===== src/hdl/gbr_pkg.sv =====
package gbr_pkg;

  localparam int unsigned CH_W        = 8;
  localparam int unsigned N_CH        = 3;
  localparam int unsigned PIX_W       = CH_W * N_CH;
  localparam int unsigned KSIZE       = 5;
  localparam int unsigned N_LINES     = KSIZE - 1;
  localparam int unsigned EDGE        = KSIZE - 1;
  localparam int unsigned MIN_DIM     = 5;
  localparam int unsigned MAX_HEIGHT  = 4096;
  localparam int unsigned WID_W       = 11;
  localparam int unsigned HGT_W       = 13;
  localparam int unsigned ROW_W       = 12;
  localparam int unsigned COL_FIELD_W = 12;
  localparam int unsigned APB_AW      = 3;
  localparam int unsigned APB_DW      = 32;
  localparam int unsigned QDEPTH      = 4;
  localparam int unsigned N_GRP       = 6;

  localparam logic [WID_W-1:0] RST_WIDTH  = WID_W'(640);
  localparam logic [HGT_W-1:0] RST_HEIGHT = HGT_W'(480);

  // kernel weights in thousandths, one per symmetry group
  localparam int unsigned COEF_MILLI [N_GRP] = '{3, 13, 22, 59, 97, 159};

  typedef enum logic {
    REG_IMAGE_WIDTH  = 1'b0,
    REG_IMAGE_HEIGHT = 1'b1
  } reg_idx_e;

  typedef struct packed {
    logic [CH_W-1:0] red_in;
    logic [CH_W-1:0] green_in;
    logic [CH_W-1:0] blue_in;
  } pix_in_t;

  typedef struct packed {
    logic [CH_W-1:0] red_out;
    logic [CH_W-1:0] green_out;
    logic [CH_W-1:0] blue_out;
    logic            frame_last;
  } pix_out_t;

  typedef struct packed {
    pix_in_t                pix;
    logic [COL_FIELD_W-1:0] col;
    logic                   emit;
    logic                   last;
  } item_t;

  typedef struct packed {
    logic vld;
    logic last;
  } tap_ctl_t;

  typedef logic [KSIZE-1:0][KSIZE-1:0][PIX_W-1:0] win_t;

endpackage


===== src/hdl/gbr_filter.sv =====
module gbr_filter import gbr_pkg::*; #(
  parameter int unsigned COEF_FRAC_BITS = 12
) (
  input  logic     clk_i,
  input  logic     rst_ni,
  input  tap_ctl_t tap_ctl_i,
  input  win_t     win_i,
  output logic     adv_o,
  output logic     out_valid_o,
  input  logic     out_ready_i,
  output pix_out_t out_data_o
);

  localparam int unsigned CW = COEF_FRAC_BITS - 2;
  localparam int unsigned GW = CH_W + 3;
  localparam int unsigned PW = GW + CW;
  localparam int unsigned SW = PW + 3;
  localparam int unsigned RW = SW - COEF_FRAC_BITS;

  logic [CW-1:0] coef [N_GRP];

  for (genvar g = 0; g < N_GRP; g++) begin : g_coef
    localparam int unsigned COEF_FIX = ((COEF_MILLI[g] << COEF_FRAC_BITS) + 500) / 1000;
    assign coef[g] = CW'(COEF_FIX);
  end

  function automatic logic [GW-1:0] px(win_t w, int r, int c, int ch);
    return GW'(w[r][c][CH_W*(N_CH-1-ch) +: CH_W]);
  endfunction

  logic [GW-1:0]   grp_d  [N_CH][N_GRP];
  logic [GW-1:0]   grp_q  [N_CH][N_GRP];
  logic [PW-1:0]   prod_q [N_CH][N_GRP];
  logic [SW-1:0]   sum    [N_CH];
  logic [RW-1:0]   shr    [N_CH];
  logic [CH_W-1:0] res    [N_CH];
  tap_ctl_t        a_ctl_q, b_ctl_q;
  pix_out_t        out_q;
  logic            out_vld_q, adv;

  assign adv   = !out_vld_q || out_ready_i;
  assign adv_o = adv;

  always_comb begin
    for (int ch = 0; ch < N_CH; ch++) begin
      grp_d[ch][0] = px(win_i, 0, 0, ch) + px(win_i, 0, 4, ch)
                   + px(win_i, 4, 0, ch) + px(win_i, 4, 4, ch);
      grp_d[ch][1] = px(win_i, 0, 1, ch) + px(win_i, 0, 3, ch)
                   + px(win_i, 1, 0, ch) + px(win_i, 1, 4, ch)
                   + px(win_i, 3, 0, ch) + px(win_i, 3, 4, ch)
                   + px(win_i, 4, 1, ch) + px(win_i, 4, 3, ch);
      grp_d[ch][2] = px(win_i, 0, 2, ch) + px(win_i, 2, 0, ch)
                   + px(win_i, 2, 4, ch) + px(win_i, 4, 2, ch);
      grp_d[ch][3] = px(win_i, 1, 1, ch) + px(win_i, 1, 3, ch)
                   + px(win_i, 3, 1, ch) + px(win_i, 3, 3, ch);
      grp_d[ch][4] = px(win_i, 1, 2, ch) + px(win_i, 2, 1, ch)
                   + px(win_i, 2, 3, ch) + px(win_i, 3, 2, ch);
      grp_d[ch][5] = px(win_i, 2, 2, ch);
    end
  end

  always_comb begin
    for (int ch = 0; ch < N_CH; ch++) begin
      sum[ch] = '0;
      for (int g = 0; g < N_GRP; g++) begin
        sum[ch] = sum[ch] + SW'(prod_q[ch][g]);
      end
      shr[ch] = sum[ch][SW-1:COEF_FRAC_BITS];
      res[ch] = (shr[ch] > RW'(255)) ? CH_W'(255) : shr[ch][CH_W-1:0];
    end
  end

  always_ff @(posedge clk_i) begin
    if (adv) begin
      for (int ch = 0; ch < N_CH; ch++) begin
        for (int g = 0; g < N_GRP; g++) begin
          grp_q[ch][g]  <= grp_d[ch][g];
          prod_q[ch][g] <= PW'(grp_q[ch][g]) * PW'(coef[g]);
        end
      end
      out_q.red_out    <= res[0];
      out_q.green_out  <= res[1];
      out_q.blue_out   <= res[2];
      out_q.frame_last <= b_ctl_q.last;
    end
  end

  always_ff @(posedge clk_i or negedge rst_ni) begin
    if (!rst_ni) begin
      a_ctl_q   <= '0;
      b_ctl_q   <= '0;
      out_vld_q <= 1'b0;
    end else if (adv) begin
      a_ctl_q   <= tap_ctl_i;
      b_ctl_q   <= a_ctl_q;
      out_vld_q <= b_ctl_q.vld;
    end
  end

  assign out_valid_o = out_vld_q;
  assign out_data_o  = out_q;

endmodule


===== config.mk =====
export PLATFORM = sky130hd
export DESIGN_NAME = gbr_filter
export DESIGN_NICKNAME = d
export VERILOG_FILES = /design/src/hdl/gbr_pkg.sv /design/src/hdl/gbr_filter.sv
export SDC_FILE = /design/constraint.sdc
export NUM_CORES = 2
export LEC_CHECK = 0
export ABC_AREA = 1
export BUFFER_PORTS_ARGS = -buffer_cell sky130_fd_sc_hd__buf_2
export CELL_PAD_IN_SITES_DETAIL_PLACEMENT = 1
export CELL_PAD_IN_SITES_GLOBAL_PLACEMENT = 1
export CORE_UTILIZATION = 48
export CTS_CLUSTER_SIZE = 28
export DETAILED_ROUTE_END_ITERATION = 7
export GPL_TIMING_DRIVEN = 0
export PLACE_DENSITY_LB_ADDON = 0.1
export SYNTH_ARGS = -nofsm -noshare
export SYNTH_HDL_FRONTEND = slang
export SYNTH_SLANG_ARGS = --single-unit

===== constraint.sdc =====
create_clock -name clk_i -period 24.8 [get_ports clk_i]
set_input_delay 4.96 -clock clk_i [delete_from_list [all_inputs] [get_ports clk_i]]
set_output_delay 4.96 -clock clk_i [all_outputs]
set_load 0.02 [all_outputs]

==> reports/qor.log <==
INFO  synthesis      ys_ff_latch=519
INFO  synthesis      yosys-top-cells-count=sky130_fd_sc_hd__inv_1 (1,489), sky130_fd_sc_hd__ha_1 (967), sky130_fd_sc_hd__fa_1 (744), sky130_fd_sc_hd__nand2_1 (648), sky130_fd_sc_hd__edfxtp_1 (514)
INFO  placement      port-buffer-count=631
INFO  route          postRouteWirelength=146,500microns
INFO  timing         slew_viol_final=0
INFO  setup_path     critPathKind=in2out
INFO  grt            grt_pass1_vias=46,690
INFO  setup_path     path_max_fanout=70
INFO  synthesis      synth-main-ff-cell=sky130_fd_sc_hd__edfxtp_1
INFO  setup_path     cpPeakStageDelay=350ps
INFO  placement      post_dp_cell_area=64,330squm
INFO  timing         skew=36.02ps
INFO  clocking       hold_buffers=0
INFO  layout         postLayoutCellArea=66,730squm
INFO  synthesis      number_of_synthesized_flops_with_an_enable_pin=514
INFO  clocking       clock_sinks=519
INFO  grt            met2_usage=46.73%
INFO  floorplan      die_x=352.3microns
INFO  floorplan      row_count=128
INFO  timing         max-slew-margin-rel=51.92%
INFO  route          drt-initial-drc-count=1,398
INFO  timing         final_critical_delay_including_setup_and_external_delays=11,360ps
INFO  clocking       cts_tree=yes
INFO  route          wire_per_inst=18.04microns
INFO  placement      placedCellCount=7,995
INFO  setup_path     critical_path_required=19,840ps
INFO  grt            grt_antenna_before_repair=6
INFO  synthesis      synth.cell_area=58,920squm
INFO  layout         area_growth=13.26%
INFO  grt            grt.met3_usage=2.748%
INFO  timing         final-setup-viol-count=0
INFO  layout         final-instance-count-excl-fill=8,122
INFO  floorplan      ios=632
INFO  route          num_vias=40,880
INFO  timing         worst-slew-pin-transition=714.7ps
INFO  clocking       clkTransAtPathRegs=50ps
INFO  clocking       cts_made_buffers=71
INFO  layout         final_layout_size_suffix_gt1_share=12.09%
INFO  clocking       clockBufferDepth=3
INFO  route          vias_per_cell=5.033
INFO  clocking       cts.repair.resized=0
INFO  route          remaining_drc_errors=0
INFO  clocking       clock-root-buffer=sky130_fd_sc_hd__clkbuf_16
INFO  layout         multi_input_logic_area=37,750squm
INFO  grt            grt_overflow=0
INFO  layout         layout.filler_cells=13,670
INFO  min_path       min_path_type=reg2reg
INFO  clocking       cts_setup_buffers=0
INFO  layout         register_area=15,560squm
INFO  floorplan      initial_utilization=48.40%
INFO  synthesis      synthDistinctLibCells=45
INFO  timing         fin_crit_sh=45.82%
INFO  timing         grt_setup_unrepaired=false
INFO  synthesis      synth_largest_type_area_fraction=26.20%
INFO  setup_path     critical_path.startpoint_type=primary input
INFO  clocking       cts.htree.levels=3
INFO  setup_path     path_buf_inv=5
INFO  floorplan      core_area=121,700squm
INFO  grt            busiest_layer=met2
INFO  grt            grt_pass1_wl=238,600microns
INFO  setup_path     crit_path_cell_trace=buf_2, inv_1, nand2_4, buf_16, buf_16, buf_2
INFO  route          final_antenna_net_count=0
INFO  setup_path     arrival_time_of_the_worst_setup_path=6400ps
INFO  grt            grt_util_all_layers=24.26%
INFO  grt            grt_max_degree=73
INFO  placement      detailed_placer_s_ending_hpwl=127,700microns
INFO  flow_run       cap_viol_max_count=0
INFO  layout         nNetsFinal=8,759
INFO  setup_path     critical_path_sink_type=output pin
INFO  synthesis      async_reset_ff_share=0.9634%
INFO  timing         maxClockFrequency=0.08801GHz
INFO  floorplan      fp.dieArea=124,100squm
INFO  synthesis      synth_area_per_cell=10.28squm
INFO  clocking       worst_skew_pair.late_latency=650ps
INFO  synthesis      synth_top_area_cell=sky130_fd_sc_hd__edfxtp_1
INFO  synthesis      mappedNetlistNets=8,047
INFO  synthesis      yosys_warnings=0
INFO  synthesis      synth-seq-area-share=26.41%
INFO  setup_path     critical-path-top-delay-family=buffers and inverters
INFO  status         result_of_the_run=complete, no violations
INFO  timing         final-hold-violation-count=0
INFO  route          detail_route.first_pass.iterations=7
INFO  placement      final_weighted_congestion_of_routability_driven_global_placement=0.8953
INFO  synthesis      synth_area_leaders=sky130_fd_sc_hd__edfxtp_1 (26%), sky130_fd_sc_hd__fa_1 (25%), sky130_fd_sc_hd__ha_1 (21%)
INFO  floorplan      die_h=352.3microns
INFO  grt            groute.layer.met1.usage=28.04%
INFO  synthesis      post_synth_inst_count=5,731
INFO  setup_path     critical-path-slowest-cell=sky130_fd_sc_hd__buf_16
INFO  synthesis      yosys.cell_count.top_type=sky130_fd_sc_hd__inv_1
sequential cells by signal (all words and copies together) (netlist names):
name / count
out_valid_o: 1
grp_q: 177
out_data_o: 25
b_ctl_q: 2
a_ctl_q: 2
prod_q: 312
worst reg2reg max path, cell delays in order, from the launching register on:
cell and delay, ps:
sky130_fd_sc_hd__edfxtp_1 510, sky130_fd_sc_hd__fa_1 560, sky130_fd_sc_hd__inv_1 60, sky130_fd_sc_hd__fa_1 490, sky130_fd_sc_hd__inv_1 50, sky130_fd_sc_hd__ha_1 260
sky130_fd_sc_hd__inv_1 50, sky130_fd_sc_hd__fa_1 470, sky130_fd_sc_hd__inv_1 40, sky130_fd_sc_hd__ha_1 350, sky130_fd_sc_hd__a21oi_1 160, sky130_fd_sc_hd__nand2_1 110
sky130_fd_sc_hd__a21oi_1 280, sky130_fd_sc_hd__inv_1 130, sky130_fd_sc_hd__nand2_1 80, sky130_fd_sc_hd__nand2_1 80, sky130_fd_sc_hd__nand2_1 80, sky130_fd_sc_hd__nand2_1 50
sky130_fd_sc_hd__xor2_1 140
layer usage:
metal,vias up,routed length [microns],part of all wire (%)
li1,19710,-,-
met1,20380,58560,40
met2,603,79810,54
met3,187,4001,2.7
met4,0,4118,2.8
met5,-,0,0
through the flow:
step	util, %	setup TNS [ps]	worst slack, ps	hold slack (ps)
2_1_floorplan	-	0	3828	419.8
3_3_place_gp	52.67	-2612	-2612	426.1
3_5_place_dp	52.85	0	13420	444.7
4_1_cts	54.82	0	13420	457.0
5_1_grt	54.82	0	13330	471.1
6_report	54.82	0	13440	451.0
kinds of logic after synthesis:
family          count (synthesis)  synth area share (%)
compound gates                602                 5.793
flops                         519                 26.41
mux                             3               0.05734
simple gates                 1094                 7.851
fa+ha+maj                    1711                 45.82
buf+inv                      1497                 9.537
xor+xnor                      305                 4.534
placed cells by master (no fill, tap or decap), types with 5 or more instances in the layout:
cell type,instances
sky130_fd_sc_hd__a21boi_0,11
sky130_fd_sc_hd__nand2_1,647
sky130_fd_sc_hd__dfrtp_1,5
sky130_fd_sc_hd__a21o_1,40
sky130_fd_sc_hd__buf_2,631
sky130_fd_sc_hd__fa_1,744
sky130_fd_sc_hd__nand3b_1,14
sky130_fd_sc_hd__nor3_1,26
sky130_fd_sc_hd__o21ai_0,91
sky130_fd_sc_hd__nand4_1,46
sky130_fd_sc_hd__o21bai_1,43
sky130_fd_sc_hd__clkinv_4,5
sky130_fd_sc_hd__ha_1,967
sky130_fd_sc_hd__o211ai_1,20
sky130_fd_sc_hd__nor2_2,8
sky130_fd_sc_hd__clkbuf_16,73
sky130_fd_sc_hd__o2111ai_1,7
sky130_fd_sc_hd__clkinv_2,9
sky130_fd_sc_hd__inv_1,1489
sky130_fd_sc_hd__inv_6,9
sky130_fd_sc_hd__xor2_1,225
sky130_fd_sc_hd__o21ai_1,11
sky130_fd_sc_hd__inv_2,8
sky130_fd_sc_hd__xnor2_1,80
sky130_fd_sc_hd__o31ai_1,8
sky130_fd_sc_hd__buf_16,7
sky130_fd_sc_hd__clkbuf_1,7
sky130_fd_sc_hd__bufinv_16,10
sky130_fd_sc_hd__nor2_1,174
sky130_fd_sc_hd__clkinvlp_4,8
sky130_fd_sc_hd__a31oi_1,7
sky130_fd_sc_hd__edfxtp_1,514
sky130_fd_sc_hd__nand3_1,160
sky130_fd_sc_hd__a21oi_1,345
sky130_fd_sc_hd__a211oi_1,5
area by class of cell:
| type | instances | share of cell area (%) |
|---|---|---|
| diodes | 2 | 0.007500 |
| clock buffers | 80 | 2.777 |
| clock inverters | 45 | 0.8138 |
| inverters | 1497 | 8.421 |
| multi-input cells | 3715 | 56.56 |
| flip-flops and latches | 519 | 23.32 |
| well taps | 1625 | 3.047 |
| repair buffers | 639 | 5.051 |
final timing paths:
kind	start	to	slack [ps]	cells past startpoint
max	out_ready_i	adv_o	13440	6
min reg2reg	b_ctl_q[1]	out_valid_o	450	2
max in group asynchronous	rst_ni	out_valid_o	20540	1
min	b_ctl_q[1]	out_valid_o	450	2
max reg2reg	grp_q[2][21]	prod_q[2][56]	20630	18
min in group asynchronous	rst_ni	a_ctl_q[0]	4130	1
Power is left out: the tool's default activity adds up to more than one toggle a clock period on the data nets, which glitch-free logic cannot reach.
