### src/hdl/gbr_pkg.sv
package gbr_pkg;

  localparam int unsigned CH_W        = 8;
  localparam int unsigned N_CH        = 3;
  localparam int unsigned PIX_W       = CH_W * N_CH;
  localparam int unsigned KSIZE       = 5;
  localparam int unsigned N_LINES     = KSIZE - 1;
  localparam int unsigned EDGE        = KSIZE - 1;
  localparam int unsigned MIN_DIM     = 5;
  localparam int unsigned MAX_HEIGHT  = 4096;
  localparam int unsigned WID_W       = 11;
  localparam int unsigned HGT_W       = 13;
  localparam int unsigned ROW_W       = 12;
  localparam int unsigned COL_FIELD_W = 12;
  localparam int unsigned APB_AW      = 3;
  localparam int unsigned APB_DW      = 32;
  localparam int unsigned QDEPTH      = 4;
  localparam int unsigned N_GRP       = 6;

  localparam logic [WID_W-1:0] RST_WIDTH  = WID_W'(640);
  localparam logic [HGT_W-1:0] RST_HEIGHT = HGT_W'(480);

  // kernel weights in thousandths, one per symmetry group
  localparam int unsigned COEF_MILLI [N_GRP] = '{3, 13, 22, 59, 97, 159};

  typedef enum logic {
    REG_IMAGE_WIDTH  = 1'b0,
    REG_IMAGE_HEIGHT = 1'b1
  } reg_idx_e;

  typedef struct packed {
    logic [CH_W-1:0] red_in;
    logic [CH_W-1:0] green_in;
    logic [CH_W-1:0] blue_in;
  } pix_in_t;

  typedef struct packed {
    logic [CH_W-1:0] red_out;
    logic [CH_W-1:0] green_out;
    logic [CH_W-1:0] blue_out;
    logic            frame_last;
  } pix_out_t;

  typedef struct packed {
    pix_in_t                pix;
    logic [COL_FIELD_W-1:0] col;
    logic                   emit;
    logic                   last;
  } item_t;

  typedef struct packed {
    logic vld;
    logic last;
  } tap_ctl_t;

  typedef logic [KSIZE-1:0][KSIZE-1:0][PIX_W-1:0] win_t;

endpackage

### src/hdl/gbr_front.sv
module gbr_front import gbr_pkg::*; #(
  parameter int unsigned MAX_WIDTH = 1024
) (
  input  logic             clk_i,
  input  logic             rst_ni,
  input  logic [WID_W-1:0] cfg_width_i,
  input  logic [HGT_W-1:0] cfg_height_i,
  input  logic             in_valid_i,
  output logic             in_ready_o,
  input  pix_in_t          in_data_i,
  output logic             push_vld_o,
  input  logic             push_ready_i,
  output item_t            push_item_o
);

  localparam int unsigned COL_W = $clog2(MAX_WIDTH);
  localparam int unsigned WW    = $clog2(MAX_WIDTH + 1);

  logic [COL_W-1:0] col_q, col_d, col_cur;
  logic [ROW_W-1:0] row_q, row_d, row_cur;
  logic [WW-1:0]    w_eff, col_inc;
  logic [HGT_W-1:0] h_eff, row_t, row_inc;
  logic             accept;

  assign accept     = in_valid_i && push_ready_i;
  assign in_ready_o = push_ready_i;
  assign push_vld_o = in_valid_i;

  always_comb begin
    if (cfg_width_i < WID_W'(MIN_DIM)) begin
      w_eff = WW'(MIN_DIM);
    end else if (int'(cfg_width_i) > int'(MAX_WIDTH)) begin
      w_eff = WW'(MAX_WIDTH);
    end else begin
      w_eff = WW'(cfg_width_i);
    end
    if (cfg_height_i < HGT_W'(MIN_DIM)) begin
      h_eff = HGT_W'(MIN_DIM);
    end else if (cfg_height_i > HGT_W'(MAX_HEIGHT)) begin
      h_eff = HGT_W'(MAX_HEIGHT);
    end else begin
      h_eff = cfg_height_i;
    end
  end

  always_comb begin
    if (WW'(col_q) >= w_eff) begin
      col_cur = '0;
      row_t   = HGT_W'(row_q) + HGT_W'(1);
    end else begin
      col_cur = col_q;
      row_t   = HGT_W'(row_q);
    end
    row_cur = (row_t >= h_eff) ? '0 : row_t[ROW_W-1:0];

    col_inc = WW'(col_cur) + WW'(1);
    row_inc = HGT_W'(row_cur) + HGT_W'(1);
    if (col_inc >= w_eff) begin
      col_d = '0;
      row_d = (row_inc >= h_eff) ? '0 : row_inc[ROW_W-1:0];
    end else begin
      col_d = col_inc[COL_W-1:0];
      row_d = row_cur;
    end

    push_item_o.pix  = in_data_i;
    push_item_o.col  = COL_FIELD_W'(col_cur);
    push_item_o.emit = (row_cur >= ROW_W'(EDGE)) && (col_cur >= COL_W'(EDGE));
    push_item_o.last = (HGT_W'(row_cur) == h_eff - HGT_W'(1))
                    && (WW'(col_cur) == w_eff - WW'(1));
  end

  always_ff @(posedge clk_i or negedge rst_ni) begin
    if (!rst_ni) begin
      col_q <= '0;
      row_q <= '0;
    end else if (accept) begin
      col_q <= col_d;
      row_q <= row_d;
    end
  end

endmodule

### config.mk
export PLATFORM = sky130hd
export DESIGN_NAME = gbr_front
export DESIGN_NICKNAME = d
export VERILOG_FILES = /design/src/hdl/gbr_pkg.sv /design/src/hdl/gbr_front.sv
export SDC_FILE = /design/constraint.sdc
export NUM_CORES = 1
export LEC_CHECK = 0
export ABC_AREA = 1
export BUFFER_PORTS_ARGS = -buffer_cell sky130_fd_sc_hd__buf_2
export CAP_MARGIN = 20
export CORE_ASPECT_RATIO = 1.1
export CORE_MARGIN = 1
export CORE_UTILIZATION = 40
export DETAILED_ROUTE_END_ITERATION = 12
export PLACE_DENSITY_LB_ADDON = 0.3
export SLEW_MARGIN = 20
export SYNTH_ARGS = -nofsm -noshare
export SYNTH_HDL_FRONTEND = slang
export SYNTH_SLANG_ARGS = --single-unit
### constraint.sdc
create_clock -name clk_i -period 7.8 [get_ports clk_i]
set_input_delay 1.95 -clock clk_i [delete_from_list [all_inputs] [get_ports clk_i]]
set_output_delay 1.95 -clock clk_i [all_outputs]
set_load 0.005 [all_outputs]
==> flow_summary.json, run 1 <==
{
  "synth_area_um2": 4703,
  "path_clk_slew_ps": 60,
  "wl_met1_um": 6551,
  "power_leakage_nw": 3.314,
  "die-height_um": 115.7,
  "violations": "negative setup slack",
  "dr.first_iter.drc_count": 312,
  "clock_skew_ps": 4.930,
  "yosysMostFrequentCell": "nand2_1",
  "wl_met2_um": 8040,
  "hold_class": "register to register",
  "dieWidth_um": 105.4,
  "post-route-min-period_ps": 8016,
  "worstSkewPairLatency_ps": 260,
  "max-slew-margin-rel": 0.4238,
  "slowest_delay_ps": 340,
  "dp_cells": 992,
  "vias_per_cell": 5.118,
  "hold_slack_ps": 563.8,
  "instances_no_fill": 1023,
  "setup.worst_path.start": "cfg_width_i[9]",
  "core_area_um2": 11440,
  "min_from": "row_q[10]$_DFFE_PN0P_",
  "top_layer": "met4",
  "synth-edff-count": 0,
  "place_ws_ps": -286.9,
  "grt_remaining_overflow": 0,
  "rows": 41,
  "worst_slew_pin_slew_ps": 855.3,
  "criticalPathCategory": "input port to output pin",
  "drive_gt1_frac": 0.3597,
  "clock_path_buffers": 2,
  "drt_pass1_iterations": 5,
  "worst_slack_ps": -215.6,
  "worst-endpoint-required_ps": 5850,
  "vias": 5236,
  "ant_nets": 0,
  "cts_buffers": 3,
  "finalNetCount": 978,
  "wirelength_um": 15890,
  "status": "finished, violations left",
  "slew_violations": 0,
  "crit_end": "push_item_o[1]",
  "p_total_w": 0.002693,
  "h-tree-depth": 1,
  "synth_seq_cells": 22,
  "grt_pass1_wl_um": 24260,
  "setup_tns_ps": -395.2,
  "start_util": 0.4111,
  "dp_hpwl_um": 12270,
  "n_fill_cell": 1100,
  "regToRegSetupSlack_ps": 2100,
  "syn2layout_area_growth_pct": 36.07,
  "cts_tree": "built",
  "worst_ep_arrival_time_ps": 6070,
  "hold_violations": 0,
  "ys_top_cells_by_count": "nand2_1 (208), inv_1 (106), nor2_1 (68), nand3_1 (55), ha_1 (52)",
  "synthFlopType": "dfrtp_1",
  "gp_congestion": 0.9219,
  "grt_max_degree": 23,
  "synthArstFlopShare": 1.000,
  "dieArea_um2": 12200,
  "antenna_cells": 0,
  "crit_path_start_kind": "input port",
  "endpoint_kind": "output pin",
  "r2r-end": "row_q[9]$_DFFE_PN0P_",
  "synth_top_area_share": 0.1660,
  "wl_per_cell_um": 15.53,
  "portBuffers": 41,
  "cts.sinks": 22,
  "ir_worst_vdd_uv": 353.0,
  "synth_area_leaders": "nand2_1 (17%), ha_1 (14%), dfrtp_1 (12%)",
  "ys_seq_area_frac": 0.1171,
  "maxCapViolCount": 0,
  "grt_pass1_vias": 4985,
  "worst-r2r-cell-count": 37,
  "yosysTopAreaCell": "nand2_1",
  "grt_setup_unrepaired": "yes",
  "antenna_found_initial": 0,
  "finalSetupViolations": 2,
  "grtUsageTotal": 0.2572,
  "syn_inst": 756,
  "pin_count": 92,
  "cp_max_fo": 8,
  "powerDensity_nw_per_um2": 420.8,
  "cts_root_buf": "clkbuf_16",
  "wl_met3_um": 582,
  "cp_common_cell": "nand2_4",
  "reg2reg_from": "col_q[8]$_DFFE_PN0P_",
  "worst_path_max_delay_cell": "ha_1",
  "avgSynthCellArea_um2": 6.221,
  "ys_warn_count": 0,
  "drc_errors": 0,
  "min_period_over_period": 1.028,
  "timing.fmax_mhz": 124.8,
  "synth_cell_type_count": 51
}
-- layout make-up --
| type | count | area [um2] | area share |
|---|---|---|---|
| timing repair buffer | 151 | 1139 | 0.1779 |
| sequential | 22 | 550.5 | 0.08602 |
| clock inverter | 1 | 30.03 | 0.004692 |
| inverter | 120 | 460.4 | 0.07195 |
| clock buffer | 3 | 75.07 | 0.01173 |
| tap | 150 | 187.7 | 0.02933 |
| multi-input combinational | 576 | 3958 | 0.6184 |
-- cell usage in the layout, fill, tap and decap left out, types with 15 or more instances in the layout --
| master | synthesis | layout |
|---|---|---|
| nor2_1 | 68 | 54 |
| nor2_2 | 9 | 16 |
| ha_4 | 0 | 15 |
| ha_1 | 52 | 37 |
| buf_2 | 3 | 37 |
| o21ai_0 | 24 | 19 |
| nand2_1 | 208 | 186 |
| nand2_2 | 10 | 24 |
| xor2_1 | 16 | 15 |
| inv_1 | 106 | 98 |
| dfrtp_1 | 22 | 22 |
| buf_4 | 28 | 98 |
| inv_2 | 11 | 18 |
| nand3_1 | 55 | 49 |
| nor2_4 | 14 | 21 |
-- how the worst min path moves through the flow --
stage / to / depth (start not counted)
3_5_place_dp: row_q[10]$_DFFE_PN0P_ / 2
3_3_place_gp: row_q[10]$_DFFE_PN0P_ / 2
2_1_floorplan: row_q[10]$_DFFE_PN0P_ / 2
5_1_grt: row_q[4]$_DFFE_PN0P_ / 2
6_report: row_q[10]$_DFFE_PN0P_ / 2
4_1_cts: row_q[4]$_DFFE_PN0P_ / 2
-- critical path, delay by kind of cell --
kind	cells	cell delay, ps
compound gates	1	60
fa+ha+maj	2	630
buf+inv	9	1010
simple gates	19	2430
-- power by group --
group	leakage (nW)	switching (W)	internal, W
sequential	0.294	0.0000627	0.000157
clock	0.0511	0.0000421	0.000102
combinational	2.97	0.00129	0.00104
total	3.31	0.00139	0.00130
-- kinds of logic after synthesis --
logic type	count (synthesis)	share of synthesized area
simple gates	416	0.4198
buf+inv	160	0.1623
compound gates	85	0.1173
fa+ha+maj	52	0.1383
flops	22	0.1171
xor+xnor	20	0.04443
other cells	1	0.0007973
-- timing repair --
item,in CTS,in global routing
gates resized for setup,65,66
cloned,2,0
buffers inserted,12,13
pin swaps,39,54
setup endpoints to repair,2,23
hold buffers,0,0
-- routing by layer --
metal,GRT usage,up-vias
met4,0.1371,0
met2,0.4772,159
met3,0.02531,50
met5,0,-
met1,0.2928,2382
li1,-,2645
-- through the flow --
step | instance area [um2] | util
3_5_place_dp | 5438 | 0.4753
3_3_place_gp | 5438 | 0.4753
6_report | 6400 | 0.5594
2_1_floorplan | 4707 | -
5_1_grt | 6400 | 0.5594
4_1_cts | 6007 | 0.5251
-- flip-flops by register name (all words and copies together) (netlist names) --
signal / count
col_q: 10
row_q: 12
Power figures use the tool's default switching activity.
==> run 2: changes to the inputs <==
clock period = 8.4 ns   (was 7.8 ns; I/O delays follow)
==> flow_summary.json, run 2 (synthesis results as in run 1) <==
{
  "top_regs": "row_q: 12 flops, col_q: 10 flops",
  "grt_util_met2": 0.4377,
  "portBuffers": 41,
  "n_fill_cell": 1166,
  "drc_errors": 0,
  "use_met1": 0.2883,
  "start_util": 0.4111,
  "fin_area_um2": 5874,
  "grt_remaining_overflow": 0,
  "top_register": "row_q",
  "worst-endpoint-required_ps": 6300,
  "wirelength_um": 15270,
  "cts_root_buf": "clkbuf_16",
  "ir_worst_vdd_uv": 273.3,
  "worstSkewPairLatency_ps": 260,
  "min_period_over_period": 1.021,
  "drive_gt1_frac": 0.2984,
  "cts_tree": "built",
  "pin_count": 92,
  "dieArea_um2": 12200,
  "worst_ep_arrival_time_ps": 6470,
  "power_leakage_nw": 3.085,
  "grt_util_met3": 0.02587,
  "cp_max_fo": 8,
  "p_total_w": 0.002257,
  "dr.first_iter.drc_count": 265,
  "cts.sinks": 22,
  "rows": 41,
  "core_area_um2": 11440,
  "vias_per_cell": 5.187,
  "grt_max_degree": 23,
  "p_comb_frac": 0.851,
  "finalNetCount": 936,
  "status": "finished, violations left",
  "powerDensity_nw_per_um2": 384.3,
  "ant_nets": 0,
  "setup_tns_ps": -198.5,
  "post-route-min-period_ps": 8574,
  "h-tree-depth": 1,
  "busiest_layer": "met2",
  "dpl_cell_area_um2": 5132,
  "cts_buffers": 3,
  "dieWidth_um": 105.4,
  "p_sw_frac": 0.5370,
  "clock_path_buffers": 2,
  "wl_per_cell_um": 15.57,
  "timing.fmax_mhz": 116.6,
  "grt_pass1_wl_um": 23050,
  "syn2layout_area_growth_pct": 24.90,
  "grt_pass1_vias": 4766,
  "largest_reg_flops": 12,
  "slowest_delay_ps": 320,
  "clock_skew_ps": 2.801,
  "finalSetupViolations": 2,
  "antenna_cells": 0,
  "drt_pass1_iterations": 4,
  "vias": 5088,
  "power.switching_w": 0.001212,
  "max-slew-margin-rel": 0.4489,
  "maxCapViolCount": 0,
  "reg2reg_from": "col_q[8]$_DFFE_PN0P_",
  "min_from": "row_q[10]$_DFFE_PN0P_",
  "crit_path_start_kind": "input port",
  "worst_slew_pin_slew_ps": 823.6,
  "hold_slack_ps": 556.3,
  "violations": "negative setup slack",
  "hold_class": "register to register",
  "die-height_um": 115.7,
  "final_cell_mix": "nand2_1 (189), inv_1 (102), nor2_1 (60), buf_4 (60), nand3_1 (52)",
  "endpoint_kind": "output pin",
  "worst_path_max_delay_cell": "nor4_1",
  "grt_setup_unrepaired": "yes",
  "dp_hpwl_um": 11790,
  "clockPowerShare": 0.060,
  "grtUsageTotal": 0.2404,
  "criticalPathCategory": "input port to output pin",
  "worst_slack_ps": -174.3,
  "p_int_w": 0.001045,
  "antenna_found_initial": 1,
  "hold_violations": 0,
  "seqPwrFrac": 0.089,
  "final_common_cell": "nand2_1",
  "place_ws_ps": -92.32,
  "slew_violations": 0,
  "setup.worst_path.start": "cfg_width_i[9]",
  "gp_congestion": 0.9415,
  "path_clk_slew_ps": 60
}
run 2: per-layer routing:
metal  wire (um)  up-vias
li1            -     2560
met1        6291     2309
met2        7663      164
met3         705       53
met4         598        2
met5          13        -
run 2: final cells by class:
| class | instances | area (um2) | share of cell area |
|---|---|---|---|
| Inverter | 120 | 462.9 | 0.07881 |
| Sequential cell | 22 | 550.5 | 0.09372 |
| Clock buffer | 3 | 75.07 | 0.01278 |
| Tap cell | 150 | 187.7 | 0.03195 |
| Timing Repair Buffer | 108 | 783.3 | 0.1333 |
| Multi-Input combinational cell | 577 | 3785 | 0.6443 |
| Clock inverter | 1 | 30.03 | 0.005112 |
run 2: repair_timing:
item                                    CTS  global route
gates cloned                              2             0
endpoints found under the setup margin    1            14
pin swaps                                 8            41
hold buffers                              0             0
buffers inserted                          7            15
gates resized for setup                  11            83
run 2: through the flow:
stage | cells | utilization
3_5_place_dp | 953 | 0.4486
2_1_floorplan | 757 | -
4_1_cts | 966 | 0.4678
6_report | 981 | 0.5135
5_1_grt | 981 | 0.5135
3_3_place_gp | 953 | 0.4486
run 2: power groups by stage:
| stage | clock network [W] | logic, W | registers, W |
|---|---|---|---|
| 6_report | 0.000135 | 0.00192 | 0.000200 |
| 5_1_grt | 0.000141 | 0.00210 | 0.000205 |
| 4_1_cts | 0.000137 | 0.00160 | 0.000193 |
| 3_5_place_dp | 0 | 0.00154 | 0.000195 |
| 3_3_place_gp | 0 | 0.00153 | 0.000195 |
| 2_1_floorplan | 0 | 0.00107 | 0.000173 |
run 2: critical path, delay by kind of cell:
kind / cells / cell delay (ps)
AND/OR/NAND/NOR: 21 / 2650
buffers and inverters: 10 / 1100
adder cells (fa/ha/maj): 2 / 560
AO/OA/AOI/OAI: 1 / 80
run 2: worst paths after layout:
| check | to | slack [ps] | cells after the start |
|---|---|---|---|
| max in group asynchronous | col_q[5]$_DFFE_PN0P_ | 6250 | 1 |
| min reg2reg | row_q[10]$_DFFE_PN0P_ | 560 | 2 |
| min | row_q[10]$_DFFE_PN0P_ | 560 | 2 |
| max | push_item_o[1] | -170 | 34 |
| max reg2reg | row_q[7]$_DFFE_PN0P_ | 2420 | 42 |
| min in group asynchronous | row_q[2]$_DFFE_PN0P_ | 1800 | 1 |
==> run 3: changes to the inputs <==
SKIP_LAST_GASP = 1   (was unset)
==> flow_summary.json, run 3 (synthesis results as in run 1) <==
{
  "cts_hold_buf": 0,
  "vias_per_cell": 5.194,
  "ir_worst_vdd_uv": 272.9,
  "rows": 41,
  "grt_pass1_wl_um": 23050,
  "endpoint_kind": "output pin",
  "grt_setup_unrepaired": "yes",
  "vias": 5095,
  "min_from": "row_q[10]$_DFFE_PN0P_",
  "clock_path_buffers": 2,
  "worst_path_max_delay_cell": "nor4_1",
  "criticalPathCategory": "input port to output pin",
  "dr.first_iter.drc_count": 260,
  "place_ws_ps": -92.32,
  "worstSkewPairLatency_ps": 260,
  "gp_congestion": 0.9415,
  "antenna_cells": 0,
  "slowest_delay_ps": 320,
  "grtUsageTotal": 0.2404,
  "cp_max_fo": 8,
  "top_register": "row_q",
  "wl_met1_um": 6285,
  "fin_util": 0.5135,
  "worst_slack_ps": -174.1,
  "dp_cells": 953,
  "antenna_found_initial": 1,
  "final_cell_mix": "nand2_1 (189), inv_1 (102), nor2_1 (60), buf_4 (60), nand3_1 (52)",
  "finalNetCount": 936,
  "cts_root_buf": "clkbuf_16",
  "pin_count": 92,
  "worst_ep_arrival_time_ps": 6470,
  "slew_violations": 0,
  "timing.fmax_mhz": 116.6,
  "hold_violations": 0,
  "wl_met2_um": 7659,
  "drive_gt1_frac": 0.2984,
  "cts.sinks": 22,
  "maxCapViolCount": 0,
  "wl_per_cell_um": 15.56,
  "cts_tree": "built",
  "core_area_um2": 11440,
  "drc_errors": 0,
  "worst_slew_pin_slew_ps": 822.0,
  "h-tree-depth": 1,
  "dieWidth_um": 105.4,
  "top_regs": "row_q: 12 flops, col_q: 10 flops",
  "powerDensity_nw_per_um2": 384.0,
  "wirelength_um": 15270,
  "min_period_over_period": 1.021,
  "clock_skew_ps": 3.123,
  "drt_pass1_iterations": 4,
  "top_layer": "met5",
  "crit_path_start_kind": "input port",
  "ant_nets": 0,
  "grt_remaining_overflow": 0,
  "dp_hpwl_um": 11790,
  "violations": "negative setup slack",
  "worst-endpoint-required_ps": 6300,
  "instances_no_fill": 981,
  "power_leakage_nw": 3.085,
  "p_total_w": 0.002256,
  "start_util": 0.4111,
  "portBuffers": 41,
  "grt_pass1_vias": 4766,
  "finalSetupViolations": 2,
  "dieArea_um2": 12200,
  "post-route-min-period_ps": 8574,
  "max-slew-margin-rel": 0.4500,
  "cts_buffers": 3,
  "die-height_um": 115.7,
  "worst-r2r-cell-count": 42,
  "status": "finished, violations left",
  "regToRegSetupSlack_ps": 2420,
  "final_common_cell": "nand2_1",
  "min_to": "row_q[10]$_DFFE_PN0P_",
  "hold_class": "register to register",
  "wl_met3_um": 710,
  "syn2layout_area_growth_pct": 24.90,
  "grt_max_degree": 23,
  "path_clk_slew_ps": 60,
  "largest_reg_flops": 12,
  "setup_tns_ps": -196.5,
  "hold_depth": 2,
  "reg2reg_from": "col_q[8]$_DFFE_PN0P_",
  "r2r-end": "row_q[7]$_DFFE_PN0P_"
}
[run 3: cell counts in the layout (fill, tap and decap cells not counted)]
Identical to the previous run, type by type.
[run 3: final cells by class]
cell class	instances	area, um2
Clock buffer	3	75.07
Multi-Input combinational cell	577	3785
Clock inverter	1	30.03
Sequential cell	22	550.5
Timing Repair Buffer	108	783.3
Inverter	120	462.9
Tap cell	150	187.7
Fill cell	1166	5565
[run 3: repair_timing]
action / CTS / global route
gates resized for setup: 11 / 83
pin swaps: 8 / 40
setup buffers: 7 / 15
gates cloned: 2 / 0
endpoints found under the setup margin: 1 / 14
[run 3: worst max path at each step]
stage,startpoint,end,cells past startpoint
after floorplan,cfg_width_i[0],push_item_o[0],32
after global placement,cfg_width_i[6],push_item_o[0],33
after detailed placement,cfg_width_i[0],push_item_o[0],35
after CTS,cfg_width_i[0],push_item_o[0],34
after global routing,cfg_width_i[1],push_item_o[1],35
final,cfg_width_i[9],push_item_o[1],34
[run 3: power breakdown]
part	total [W]	switching, W	internal (W)	leakage [nW]
sequential	0.000200	0.0000545	0.000146	0.294
clock	0.000135	0.0000401	0.0000947	0.0511
combinational	0.00192	0.00112	0.000804	2.74
total	0.00226	0.00121	0.00104	3.09
[run 3: stage by stage]
step	hold WS, ps	instance area, um2
floorplan	506.6	4707
global placement	542.7	5132
detailed placement	539.8	5132
CTS	554.9	5351
global route	604.7	5874
finish	556.3	5874
[run 3: routing by layer]
| metal | up-vias | track usage |
|---|---|---|
| met2 | 169 | 0.4377 |
| li1 | 2562 | - |
| met4 | 2 | 0.1023 |
| met3 | 53 | 0.02587 |
| met5 | - | 0 |
| met1 | 2309 | 0.2883 |
[run 3: worst max-delay path, delay by kind of cell]
kind,cells,cell delay [ps]
buffers and inverters,10,1100
AND/OR/NAND/NOR,21,2650
adder cells (fa/ha/maj),2,560
AO/OA/AOI/OAI,1,80
