File: src/hdl/gbr_pkg.sv
package gbr_pkg;

  localparam int unsigned CH_W        = 8;
  localparam int unsigned N_CH        = 3;
  localparam int unsigned PIX_W       = CH_W * N_CH;
  localparam int unsigned KSIZE       = 5;
  localparam int unsigned N_LINES     = KSIZE - 1;
  localparam int unsigned EDGE        = KSIZE - 1;
  localparam int unsigned MIN_DIM     = 5;
  localparam int unsigned MAX_HEIGHT  = 4096;
  localparam int unsigned WID_W       = 11;
  localparam int unsigned HGT_W       = 13;
  localparam int unsigned ROW_W       = 12;
  localparam int unsigned COL_FIELD_W = 12;
  localparam int unsigned APB_AW      = 3;
  localparam int unsigned APB_DW      = 32;
  localparam int unsigned QDEPTH      = 4;
  localparam int unsigned N_GRP       = 6;

  localparam logic [WID_W-1:0] RST_WIDTH  = WID_W'(640);
  localparam logic [HGT_W-1:0] RST_HEIGHT = HGT_W'(480);

  // kernel weights in thousandths, one per symmetry group
  localparam int unsigned COEF_MILLI [N_GRP] = '{3, 13, 22, 59, 97, 159};

  typedef enum logic {
    REG_IMAGE_WIDTH  = 1'b0,
    REG_IMAGE_HEIGHT = 1'b1
  } reg_idx_e;

  typedef struct packed {
    logic [CH_W-1:0] red_in;
    logic [CH_W-1:0] green_in;
    logic [CH_W-1:0] blue_in;
  } pix_in_t;

  typedef struct packed {
    logic [CH_W-1:0] red_out;
    logic [CH_W-1:0] green_out;
    logic [CH_W-1:0] blue_out;
    logic            frame_last;
  } pix_out_t;

  typedef struct packed {
    pix_in_t                pix;
    logic [COL_FIELD_W-1:0] col;
    logic                   emit;
    logic                   last;
  } item_t;

  typedef struct packed {
    logic vld;
    logic last;
  } tap_ctl_t;

  typedef logic [KSIZE-1:0][KSIZE-1:0][PIX_W-1:0] win_t;

endpackage

File: src/hdl/gbr_queue.sv
module gbr_queue import gbr_pkg::*; (
  input  logic  clk_i,
  input  logic  rst_ni,
  input  logic  push_vld_i,
  output logic  push_ready_o,
  input  item_t push_item_i,
  output logic  pop_vld_o,
  input  logic  pop_ready_i,
  output item_t pop_item_o
);

  localparam int unsigned PW = $clog2(QDEPTH);
  localparam int unsigned CW = $clog2(QDEPTH + 1);

  item_t         fifo_q [QDEPTH];
  logic [PW-1:0] wr_ptr_q, rd_ptr_q;
  logic [CW-1:0] cnt_q, cnt_d;
  logic          push, pop;

  assign push_ready_o = (cnt_q != CW'(QDEPTH));
  assign pop_vld_o    = (cnt_q != '0);
  assign pop_item_o   = fifo_q[rd_ptr_q];
  assign push         = push_vld_i && push_ready_o;
  assign pop          = pop_vld_o && pop_ready_i;

  always_comb begin
    cnt_d = cnt_q;
    if (push && !pop) begin
      cnt_d = cnt_q + CW'(1);
    end else if (pop && !push) begin
      cnt_d = cnt_q - CW'(1);
    end
  end

  always_ff @(posedge clk_i or negedge rst_ni) begin
    if (!rst_ni) begin
      wr_ptr_q <= '0;
      rd_ptr_q <= '0;
      cnt_q    <= '0;
    end else begin
      cnt_q <= cnt_d;
      if (push) begin
        wr_ptr_q <= wr_ptr_q + PW'(1);
      end
      if (pop) begin
        rd_ptr_q <= rd_ptr_q + PW'(1);
      end
    end
  end

  always_ff @(posedge clk_i) begin
    if (push) begin
      fifo_q[wr_ptr_q] <= push_item_i;
    end
  end

endmodule

File: config.mk
export PLATFORM = sky130hd
export DESIGN_NAME = gbr_queue
export DESIGN_NICKNAME = d
export VERILOG_FILES = /design/src/hdl/gbr_pkg.sv /design/src/hdl/gbr_queue.sv
export SDC_FILE = /design/constraint.sdc
export NUM_CORES = 1
export LEC_CHECK = 0
export ABC_AREA = 1
export BUFFER_PORTS_ARGS = -buffer_cell sky130_fd_sc_hd__buf_2
export CAP_MARGIN = 10
export CELL_PAD_IN_SITES_DETAIL_PLACEMENT = 0
export CELL_PAD_IN_SITES_GLOBAL_PLACEMENT = 1
export CORE_UTILIZATION = 51
export CTS_CLUSTER_DIAMETER = 100
export CTS_CLUSTER_SIZE = 16
export DETAILED_ROUTE_END_ITERATION = 7
export PLACE_DENSITY_LB_ADDON = 0.1
export SKIP_LAST_GASP = 1
export SLEW_MARGIN = 20
export SYNTH_ARGS = -nofsm -noshare
export SYNTH_HDL_FRONTEND = slang
export SYNTH_SLANG_ARGS = --single-unit
File: constraint.sdc
create_clock -name clk_i -period 7.3 [get_ports clk_i]
set_clock_uncertainty 0.2 [all_clocks]
set_input_delay 1.46 -clock clk_i [delete_from_list [all_inputs] [get_ports clk_i]]
set_output_delay 1.46 -clock clk_i [all_outputs]
set_load 0.005 [all_outputs]
==> results of run 1 <==
## cell usage in the layout (no fill, tap or decap), drive strengths merged
master	count
o211ai	76
fa	1
nand3	7
clkinv	5
nand2	132
nand4	1
ha	5
edfxtp	152
bufinv	6
inv	91
nor2	4
buf	88
o21ai	1
xnor2	1
clkbuf	21
dfrtp	7
## state kept, by name, summed over array words and instances, names as in the netlist
register and cells:
fifo_q 152, cnt_q 3, rd_ptr_q 2, wr_ptr_q 2
## power groups by stage
stage	Sequential [µW]	Combinational, µW	Clock, µW
6_report	1270	1040	1000
5_1_grt	1280	1180	1060
4_1_cts	1270	1070	1020
3_5_place_dp	1290	1060	0
3_3_place_gp	1280	1050	0
2_1_floorplan	1280	758	0
## area by class of cell
type | count | share of cell area [%]
clock buffers | 21 | 5.892
clock inverters | 11 | 2.617
inverters | 91 | 4.341
multi-input cells | 228 | 19.34
flip-flops and latches | 159 | 59.38
well taps | 172 | 2.695
repair buffers | 88 | 5.736
## logic make-up after synthesis
kind of cell / after synthesis
flip-flops: 159
AND/OR/NAND/NOR: 144
buffers and inverters: 116
AO/OA/AOI/OAI: 77
adder cells (fa/ha/maj): 6
XOR/XNOR: 1
## routing by layer
metal / GRT usage, % / vias up
li1: - / 1896
met1: 24.40 / 1856
met2: 31.10 / 84
met3: 5.922 / 15
met4: 7.679 / 0
met5: 0 / -
## worst register-to-register path, stage by stage (launching register included)
cell,delay (ps)
dfrtp_1,430
inv_2,60
nand3_1,140
nand2_1,310
nor2_4,380
buf_4,490
## metrics by stage
stage	cells	instance area, µm²	total power, µW	setup WS (ps)
final	770	7984	3305	2954
after floorplan	503	6775	2036	3442
after detailed placement	738	7305	2349	3385
after global placement	738	7305	2326	3455
after CTS	770	7984	3353	2890
after global routing	770	7984	3523	2727
## worst max path at each step
stage                            start                endpoint  slack, ps  depth (start not counted)
6_report       rd_ptr_q[0]$_DFFE_PN0P_           pop_item_o[6]       2950                          6
3_3_place_gp   rd_ptr_q[0]$_DFFE_PN0P_          pop_item_o[30]       3460                          6
3_5_place_dp   rd_ptr_q[0]$_DFFE_PN0P_          pop_item_o[34]       3380                          6
5_1_grt        rd_ptr_q[0]$_DFFE_PN0P_           pop_item_o[6]       2730                          6
2_1_floorplan               push_vld_i  fifo_q[0][0]$_DFFE_PP_       3440                          2
4_1_cts        rd_ptr_q[0]$_DFFE_PN0P_           pop_item_o[6]       2890                          6
==> metrics.md, run 1 <==
| Metric | Value |
|---|---|
| Crit-path max FO | 84 |
| Mean Syn Cell Area | 13.47 µm² |
| Adder-cell area share of the yosys netlist | approximately 1.2% |
| Mean routed wirelength per cell | 15.39 µm |
| Final Max Slew Viols | 0 |
| Remaining DRCs | 0 |
| Critical Path RT | between 5000 and 6000 ps |
| Setup Crit Path Kind | register to output port |
| Post-layout nets | 633 |
| Share of cells above drive strength 1 | about a third |
| Synth Instances | ~500 |
| Final HPWL DP | a little under 7 mm |
| Number of enable flip-flop cells after synthesis | 152 |
| CORE AREA | between 10,000 and 15,000 µm² |
| Sw frac | approximately a third |
| Netlist Area Pre-Place | 6775 µm² |
| HP Start | cnt_q[2]$_DFFE_PN0P_ |
| Final setup fails | 0 |
| Worst path max stage delay | 830 ps |
| CTS Hold Bufs | 0 |
| R2R setup slack | a little under 5000 ps |
| Final Cycle Share | around three fifths |
| Total GRT Usage | 19.27% |
| First-pass GRT wire length | 18.89 mm |
| Post-CTS Repair Setup Buffers | 0 |
| Utilization after layout | between 60% and 70% |
| RSZ-0062 raised after global routing | no |
| VDD IR-drop max | 0.0002781 V |
| Mux cell area share after synthesis | 0% |
| Die width | roughly 120 µm |
| FMAX | roughly 230 MHz |
| CP endpoint kind | output port |
| FFs w/ async S/R, synth | under 10% |
| Fillers | slightly below 1k |
| Xor/xnor share of the synthesized area | 0.1293% |
| Post-synthesis simple-gate area fraction | ~8% |
| Ant. Diodes | 0 |
| Synth Area in Compound Gates | between 10% and 20% |
| DRT antenna net count | 0 |
| Clock latency on the worst-skew pair | roughly 420 ps |
| Total Routed Length | between 10 and 15 mm |
| Wire length on met1 | 5.208 mm |
| Hold EP | cnt_q[2]$_DFFE_PN0P_ |
| Gate power share | about a third |
| DRT iter0 DRCs | approximately 240 |
| Clock Power Share | between 30% and 40% |
| Top FF cell, synth | edfxtp_1 |
| Via-to-Cell Ratio | 5.001 |
| PostCTS Resize Cnt | 0 |
| LEAKAGE | between 0.003 and 0.004 µW |
| Row count | 41 |
| CP max-delay cell | buf_4 |
| Vias in the first global route | roughly 3.7k |
| Data arrival, critical path | between 2000 and 3000 ps |
| Root buffer cell | clkbuf_16 |
| Status | finished, final reports clean |
| Area Growth Syn to Fin | 17.84% |
| Largest net degree at the start of global routing | 85 |
| PortBufs | approximately 80 |
| Synth Register Bits | about 160 |
| Psw | about 1100 µW |
| Post-synthesis cell type count | 17 |
| Sequential cell area fraction in the yosys report | a little over two thirds |
| Initial Util | 53.04% |
| Min Tclk post-route | about 4300 ps |
| Power per Cell Area | approximately 410 nW/µm² |
| Htree depth | 4 |
| Most frequent cells after synthesis | edfxtp_1 (152), nand2_1 (132), inv_1 (78) |
| Clock transition at path regs | about 60 ps |
| Int Pwr | between 2000 and 2500 µW |
| Fin. Hold Viols | 0 |
| Flop pwr share | 38.3% |
| Startpoint types | register |
| GP Congestion | 0.7798 |
| Highest metal used | met4 |
| CP cell instances | inv_6 -> buf_4 -> nand2_1 -> o211ai_2 -> nand2_1 -> buf_2 |
| Post-synth top area share | around two thirds |
| Delay-heaviest family, CP | buffers and inverters |
| I/O Pins | approximately 80 |
| Clk sink count | between 150 and 200 |
| Main combinational cell family by area after synthesis | compound AO/OA/AOI/OAI gates |
| YS warnings | 0 |
| Least-Margin Pin Slew | 939.6 ps |
| Met2 WL | ~5.9 mm |
| TritonCTS clock tree | yes |
| Most frequent CP cell | nand2_1 |
| Inserted Clock Buffers | 17 |
| Maximum root-to-sink buffer count | 2 |
| Max-cap violation count | 0 |
| Die ar. | ~14,000 µm² |
| GR Overflow Total | 0 |
| WL met3 | between 600 and 700 µm |
| Largest area contributor in the netlist | edfxtp_1 |
| Multi-input logic area | 1544 µm² |
| Die Ht | roughly 120 µm |
| Largest cells by area after synthesis | edfxtp_1 (67%), o211ai_2 (11%), nand2_1 (7.3%) |
| FF-to-FF path depth | 5 |
| R2R Path End | fifo_q[3][1]$_DFFE_PP_ |
| Routed via count | 3,851 |
| RR Startpoint | cnt_q[0]$_DFFE_PN0P_ |
| Setup TNS | 0 ps |
| Hold depth | 2 |
| Reg area | 4741 µm² |
| Count leader, synth | edfxtp_1 |
| Max_slew headroom | 37.36% |
| Hold_ws | between 300 and 400 ps |
| Initial antenna violation count | 0 |
| Syn Nets | 551 |
| Buf/Inv on CP | 3 |
| Hold WC Path Type | register to register |
| DR pass1 iterations | 5 |
Power figures use the tool's default switching activity.
==> run 2: changes to the inputs <==
--- a/config.mk
+++ b/config.mk
@@ -10,7 +10,7 @@
 export CAP_MARGIN = 10
 export CELL_PAD_IN_SITES_DETAIL_PLACEMENT = 0
 export CELL_PAD_IN_SITES_GLOBAL_PLACEMENT = 1
-export CORE_UTILIZATION = 51
+export CORE_UTILIZATION = 43
 export CTS_CLUSTER_DIAMETER = 100
 export CTS_CLUSTER_SIZE = 16
 export DETAILED_ROUTE_END_ITERATION = 7
==> constraint.sdc (replaced) <==
create_clock -name clk_i -period 3.58 [get_ports clk_i]
set_clock_uncertainty 0.2 [all_clocks]
set_input_delay 0.716 -clock clk_i [delete_from_list [all_inputs] [get_ports clk_i]]
set_output_delay 0.716 -clock clk_i [all_outputs]
set_load 0.005 [all_outputs]
==> metrics.md, run 2 (synthesis gave the netlist of run 1 again) <==
| Metric | Value |
|---|---|
| Status | finished, final reports clean |
| Routed via count | 3,804 (-1.2%) |
| Crit path capture | pop_item_o[9] |
| DRT iter0 DRCs | 205 (-14%) |
| Commonest non-fill, non-tap cell in the layout | edfxtp_1 |
| PostCTS Resize Cnt | 0 (unchanged) |
| Final setup fails | 0 (unchanged) |
| Reg with most FFs | fifo_q |
| Htree depth | 4 (unchanged) |
| GR Overflow Total | 0 (unchanged) |
| Fin. Hold Viols | 0 (unchanged) |
| Max reg flops | 152 (unchanged) |
| Vias in the first global route | 3,795 (+3.3%) |
| I/O Pins | 82 (unchanged) |
| Inserted Clock Buffers | 17 (unchanged) |
| Final Cycle Share | slightly above 80% |
| Remaining DRCs | 0 (unchanged) |
| CTS Hold Bufs | 1 (+1) |
| GP Congestion | 0.6936 (-11%) |
| Clk sink count | 159 (unchanged) |
| Critical Path RT | 2660 ps (-2980 ps) |
| Least-Margin Pin Slew | 639.8 ps (-299.8 ps) |
| FF-to-FF path depth | 5 (unchanged) |
| Setup Crit Path Kind | register to output port |
| Share of cells above drive strength 1 | 32.89% (+0.11 points) |
| VDD IR-drop max | 0.0004326 V (+56%) |
| Hold_ws | 317.7 ps (-0.3300 ps) |
| Row count | 45 (+9.8%) |
| CP endpoint kind | output port |
| Die ar. | 16,260 µm² (+18%) |
| Max_slew headroom | 57.28% (+20 points) |
| Setup ws final | 605.2 ps (-2349 ps) |
| Mean routed wirelength per cell | 15.13 µm (-1.7%) |
| RR Startpoint | cnt_q[0]$_DFFE_PN0P_ |
| PortBufs | 81 (unchanged) |
| Fillers | 1,386 (+42%) |
| Crit-path max FO | 59 (-30%) |
| Via-to-Cell Ratio | 4.673 (-6.6%) |
| Hold WC Path Type | primary input to register |
| Data arrival, critical path | 2060 ps (-630 ps) |
| CORE AREA | 15,310 µm² (+20%) |
| Clock latency on the worst-skew pair | 420 ps (about the same) |
| DRT antenna net count | 0 (unchanged) |
| Pre-CTS WS | 899.2 ps (-2486 ps) |
| Initial antenna violation count | 2 (+2) |
| Die Ht | 127.5 µm (+8.8%) |
| Area Growth Syn to Fin | 17.62% |
| Post-layout nets | 637 (+0.63%) |
| FMAX | about 340 MHz |
| Initial Util | 44.24% (-8.8 points) |
| First-pass GRT wire length | 19.89 mm (+5.3%) |
| Max-cap violation count | 0 (unchanged) |
| Root buffer cell | clkbuf_16 |
| TritonCTS clock tree | yes |
| Die width | 127.5 µm (+8.8%) |
| Reg area | 4741 µm² (unchanged) |
| RSZ-0062 raised after global routing | no |
| Largest net degree at the start of global routing | 60 (-29%) |
| Final Max Slew Viols | 0 (unchanged) |
| CP Launch Point | rd_ptr_q[0]$_DFFE_PN0P_ |
| Utilization after layout | 52.03% (-10 points) |
| R2R setup slack | 1100 ps (-3820 ps) |
| Setup TNS | 0 ps (unchanged) |
| Clock transition at path regs | 60 ps (about the same) |
| Multi-input logic area | 1544 µm² (unchanged) |
| Total Routed Length | 12.32 mm (+4.0%) |
| Power per Cell Area | 811.0 nW/µm² (+96%) |
| LEAKAGE | 0.003294 µW (-1.1%) |
| Startpoint types | register |
| Min Tclk post-route | 2975 ps |
| Largest regs | fifo_q x152, cnt_q x3 |
| Post-CTS Repair Setup Buffers | 0 (unchanged) |
| R2R Path End | fifo_q[0][22]$_DFFE_PP_ |
| DR pass1 iterations | 4 (-1) |
| Final HPWL DP | 7.552 mm (+10%) |
| Maximum root-to-sink buffer count | 2 (unchanged) |
| Leading cell types in the layout, fill and taps excluded | edfxtp_1 (152), nand2_1 (132), buf_2 (81) |
| Total GRT Usage | 16.57% (-2.7 points) |
==> run 2: cell types whose count changed in the layout (fill, tap and decap cells not counted), sizes merged <==
cell / delta
bufinv: -4
buf: +3
clkinv: +3
clkinvlp: +3
clkbuf: -2
diode: +1
dlygate4sd3: +1
==> run 2: area by class of cell <==
type,count,area share [%]
inverters,91,4.349
diodes,1,0.03140
clock inverters,13,1.539
well taps,211,3.313
multi-input cells,228,19.38
flip-flops and latches,159,59.49
repair buffers,92,6.469
clock buffers,19,5.433
==> run 2: report_power, final <==
group	switching (µW)	internal, µW	leakage, µW
Sequential	125	2460	0.00148
Combinational	1380	799	0.00155
Clock	693	1010	0.000272
==> run 2: how the worst min path moves through the flow <==
stage / start / to / depth (start not counted)
floorplan: rst_ni / cnt_q[0]$_DFFE_PN0P_ / 0
global placement: cnt_q[2]$_DFFE_PN0P_ / cnt_q[2]$_DFFE_PN0P_ / 2
detailed placement: cnt_q[2]$_DFFE_PN0P_ / cnt_q[2]$_DFFE_PN0P_ / 2
CTS: push_item_i[35] / fifo_q[1][35]$_DFFE_PP_ / 1
global route: push_item_i[23] / fifo_q[1][23]$_DFFE_PP_ / 1
finish: push_item_i[32] / fifo_q[2][32]$_DFFE_PP_ / 1
==> run 2: layer usage <==
layer / vias to the layer above / global-route usage [%] / wire length, µm
li1: 1906 / - / -
met1: 1815 / 21.80 / 5898
met2: 64 / 26.29 / 5818
met3: 17 / 4.229 / 402
met4: 2 / 6.723 / 182
met5: - / 0 / 13
==> run 2: critical path: stages (launching register included) <==
cell and delay [ps]:
dfrtp_1 430, inv_6 410, buf_12 300, nand2_1 90, o211ai_2 70, nand2_1 120
buf_2 150
==> run 2: through the flow <==
step                cell area (µm²)  instances  power (µW)
finish                         7969        814        6463
global route                   7966        813        6899
CTS                            7966        813        6584
detailed placement             7401        780        4869
global placement               7401        780        4828
floorplan                      6775        503        4152
==> run 3: changes to the inputs <==
--- a/config.mk
+++ b/config.mk
@@ -10,7 +10,7 @@
 export CAP_MARGIN = 10
 export CELL_PAD_IN_SITES_DETAIL_PLACEMENT = 0
 export CELL_PAD_IN_SITES_GLOBAL_PLACEMENT = 1
-export CORE_UTILIZATION = 43
+export CORE_UTILIZATION = 47
 export CTS_CLUSTER_DIAMETER = 100
 export CTS_CLUSTER_SIZE = 16
 export DETAILED_ROUTE_END_ITERATION = 7
==> constraint.sdc (replaced) <==
create_clock -name clk_i -period 2.75 [get_ports clk_i]
set_clock_uncertainty 0.2 [all_clocks]
set_input_delay 0.55 -clock clk_i [delete_from_list [all_inputs] [get_ports clk_i]]
set_output_delay 0.55 -clock clk_i [all_outputs]
set_load 0.005 [all_outputs]
==> metrics.md, run 3 (synthesis gave the netlist of run 1 again) <==
| Metric | Value |
|---|---|
| Status | finished, final reports clean |
| Largest net degree at the start of global routing | 56 (-6.7%) |
| Largest regs | fifo_q x152, cnt_q x3 |
| Most frequent CP cell | nand2_1 |
| Max reg flops | 152 (unchanged) |
| Least-Margin Pin Slew | 656.9 ps (+17.09 ps) |
| CORE AREA | 13,990 µm² (-8.7%) |
| Flop pwr share | 38.9% (-1.0 points) |
| Max_slew headroom | 56.21% (-1.1 points) |
| Final setup fails | 0 (unchanged) |
| FF-to-FF path depth | 10 (+5) |
| Critical Path Stages | 6 (unchanged) |
| DR pass1 iterations | 4 (unchanged) |
| Clock Power Share | 26.8% (+0.4 points) |
| Maximum root-to-sink buffer count | 2 (unchanged) |
| Gate power share | 34.3% (+0.6 points) |
| Ant. Diodes | 0 (-1) |
| Clk sink count | 159 (unchanged) |
| DRT iter0 DRCs | 185 (-9.8%) |
| Final HPWL DP | 7.096 mm (-6.0%) |
| PortBufs | 81 (unchanged) |
| First-pass GRT wire length | 19.02 mm (-4.4%) |
| Vias in the first global route | 3,738 (-1.5%) |
| Met3 usage | 4.682% (+0.45 points) |
| Met1 usage | 21.76% (-0.044 points) |
| Fin. Hold Viols | 0 (unchanged) |
| Crit path capture | pop_item_o[11] |
| Final Cycle Share | between 90 and 100% |
| R2R setup slack | 690 ps (-410 ps) |
| Die ar. | 14,900 µm² (-8.4%) |
| CP endpoint kind | output port |
| CP max-delay cell | dfrtp_1 |
| Delay-heaviest family, CP | buffers and inverters |
| Commonest non-fill, non-tap cell in the layout | edfxtp_1 |
| Sw frac | 32.83% (-1.1 points) |
| Critical Path RT | 2000 ps (-660 ps) |
| Reg with most FFs | fifo_q |
| Hold WC Path Type | primary input to register |
| Final Max Slew Viols | 0 (unchanged) |
| R2R Path End | cnt_q[2]$_DFFE_PN0P_ |
| GRT busiest layer | met2 |
| Mean routed wirelength per cell | 15.48 µm (+2.3%) |
| CP cell instances | inv_8 -> buf_4 -> nand2_1 -> o211ai_2 -> nand2_1 -> buf_2 |
| VDD IR-drop max | 0.0006298 V (+46%) |
| Initial Util | 48.43% (+4.2 points) |
| Pre-CTS WS | 488.0 ps (-411.2 ps) |
| RR Startpoint | cnt_q[0]$_DFFE_PN0P_ |
| CP Launch Point | rd_ptr_q[0]$_DFFE_PN0P_ |
| Die Ht | 122.1 µm (-4.3%) |
| Crit-path max FO | 55 (-6.8%) |
| Final instance area | 8051 µm² (+1.0%) |
| Int Pwr | 5796 µW (+36%) |
| TritonCTS clock tree | yes |
| Max-cap violation count | 0 (unchanged) |
| Routed via count | 3,814 (+0.26%) |
| RSZ-0062 raised after global routing | no |
| Data arrival, critical path | 1860 ps (-200 ps) |
| I/O Pins | 82 (unchanged) |
| DRT antenna net count | 0 (unchanged) |
| Htree depth | 4 (unchanged) |
| Leading cell types in the layout, fill and taps excluded | edfxtp_1 (152), nand2_1 (132), buf_2 (81) |
| Total Routed Length | 12.17 mm (-1.2%) |
| Power per Cell Area | 1072 nW/µm² (+32%) |
| Row count | 43 (-4.4%) |
| Setup ws final | 141.6 ps (-463.6 ps) |
| Clock transition at path regs | 60 ps (about the same) |
| GR Layer Usage met2 | 29.56% (+3.3 points) |
| Remaining DRCs | 0 (unchanged) |
| Clock latency on the worst-skew pair | 420 ps (about the same) |
| Inserted Clock Buffers | 17 (unchanged) |
| Share of cells above drive strength 1 | 32.51% (-0.38 points) |
| Total GRT Usage | 17.72% (+1.2 points) |
| Post-layout nets | 641 (+0.63%) |
| Initial antenna violation count | 1 (-1) |
| Area Growth Syn to Fin | 18.84% |
| GR Overflow Total | 0 (unchanged) |
| FMAX | between 300 and 400 MHz |
| Buf/Inv on CP | 3 (unchanged) |
| Setup Crit Path Kind | register to output port |
| Worst path max stage delay | 450 ps (+20 ps) |
| LEAKAGE | 0.003347 µW (+1.6%) |
| Psw | 2833 µW (+29%) |
| Root buffer cell | clkbuf_16 |
| Via-to-Cell Ratio | 4.852 (+3.8%) |
| Startpoint types | register |
| Min Tclk post-route | 2608 ps |
| Area after DPL | 7455 µm² (+0.73%) |
| GP Congestion | 0.7283 (+5.0%) |
| Die width | 122.1 µm (-4.3%) |
## run 3: cell types whose count changed in the layout (fill, tap and decap cells not counted)
cell / previous run / this run
buf_12: 2 / 7
buf_4: 8 / 7
bufinv_16: 2 / 3
clkinvlp_4: 3 / 0
inv_8: 0 / 1
inv_6: 1 / 0
clkinv_2: 8 / 3
clkinv_1: 0 / 2
clkbuf_8: 0 / 2
clkbuf_1: 2 / 5
diode_2: 1 / 0
## run 3: timing repair
item,4_1_cts,5_1_grt
hold buffers,1,0
resized for setup,0,2
setup endpoints to repair,0,5
hold endpoints to repair,7,0
setup buffers,0,0
## run 3: routing by layer
metal	up-vias	wire, µm
met3	14	494
li1	1910	-
met2	66	6121
met4	2	175
met5	-	15
met1	1822	5358
## run 3: through the flow
step,TNS [ps],utilization (%),total power [µW],cells,hold WS [ps]
after floorplan,-40140,-,5405,503,54.41
after global placement,0,53.29,6384,753,199.7
after detailed placement,0,53.29,6445,753,205.8
after CTS,0,57.54,8765,786,128.4
after global routing,0,57.56,9198,786,132.9
final,0,57.56,8629,786,146.2
## run 3: final cells by class
class / count / area [µm²]
inverter: 91 / 349.1
clock buffer: 24 / 471.7
timing repair buffer: 96 / 608.1
sequential: 159 / 4741
tap: 180 / 225.2
clock inverter: 8 / 112.6
multi-input combinational: 228 / 1544
fill: 1171 / 5937
## run 3: power groups by stage
| stage | logic, µW | registers [µW] | clock network [µW] |
|---|---|---|---|
| after floorplan | 2010 | 3390 | 0 |
| after global placement | 2990 | 3390 | 0 |
| after detailed placement | 3040 | 3410 | 0 |
| after CTS | 3040 | 3360 | 2360 |
| after global routing | 3330 | 3400 | 2470 |
| final | 2960 | 3360 | 2310 |
## run 3: worst register-to-register path, stage by stage (launching register included)
cell and delay, ps:
dfrtp_1 430, inv_2 80, nand3_1 160, nand2_1 170
ha_1 180, inv_1 70, fa_1 380, nand2_1 110
nand3_1 80, nand2_1 60, nand2_1 40
## run 3: how the worst min path moves through the flow
stage	start	to	slack [ps]	depth (start not counted)
floorplan	rst_ni	cnt_q[0]$_DFFE_PN0P_	50	0
global placement	rst_ni	cnt_q[2]$_DFFE_PN0P_	200	1
detailed placement	rst_ni	cnt_q[2]$_DFFE_PN0P_	210	1
CTS	push_item_i[32]	fifo_q[3][32]$_DFFE_PP_	130	1
global route	push_item_i[32]	fifo_q[3][32]$_DFFE_PP_	130	1
finish	push_item_i[32]	fifo_q[3][32]$_DFFE_PP_	150	1
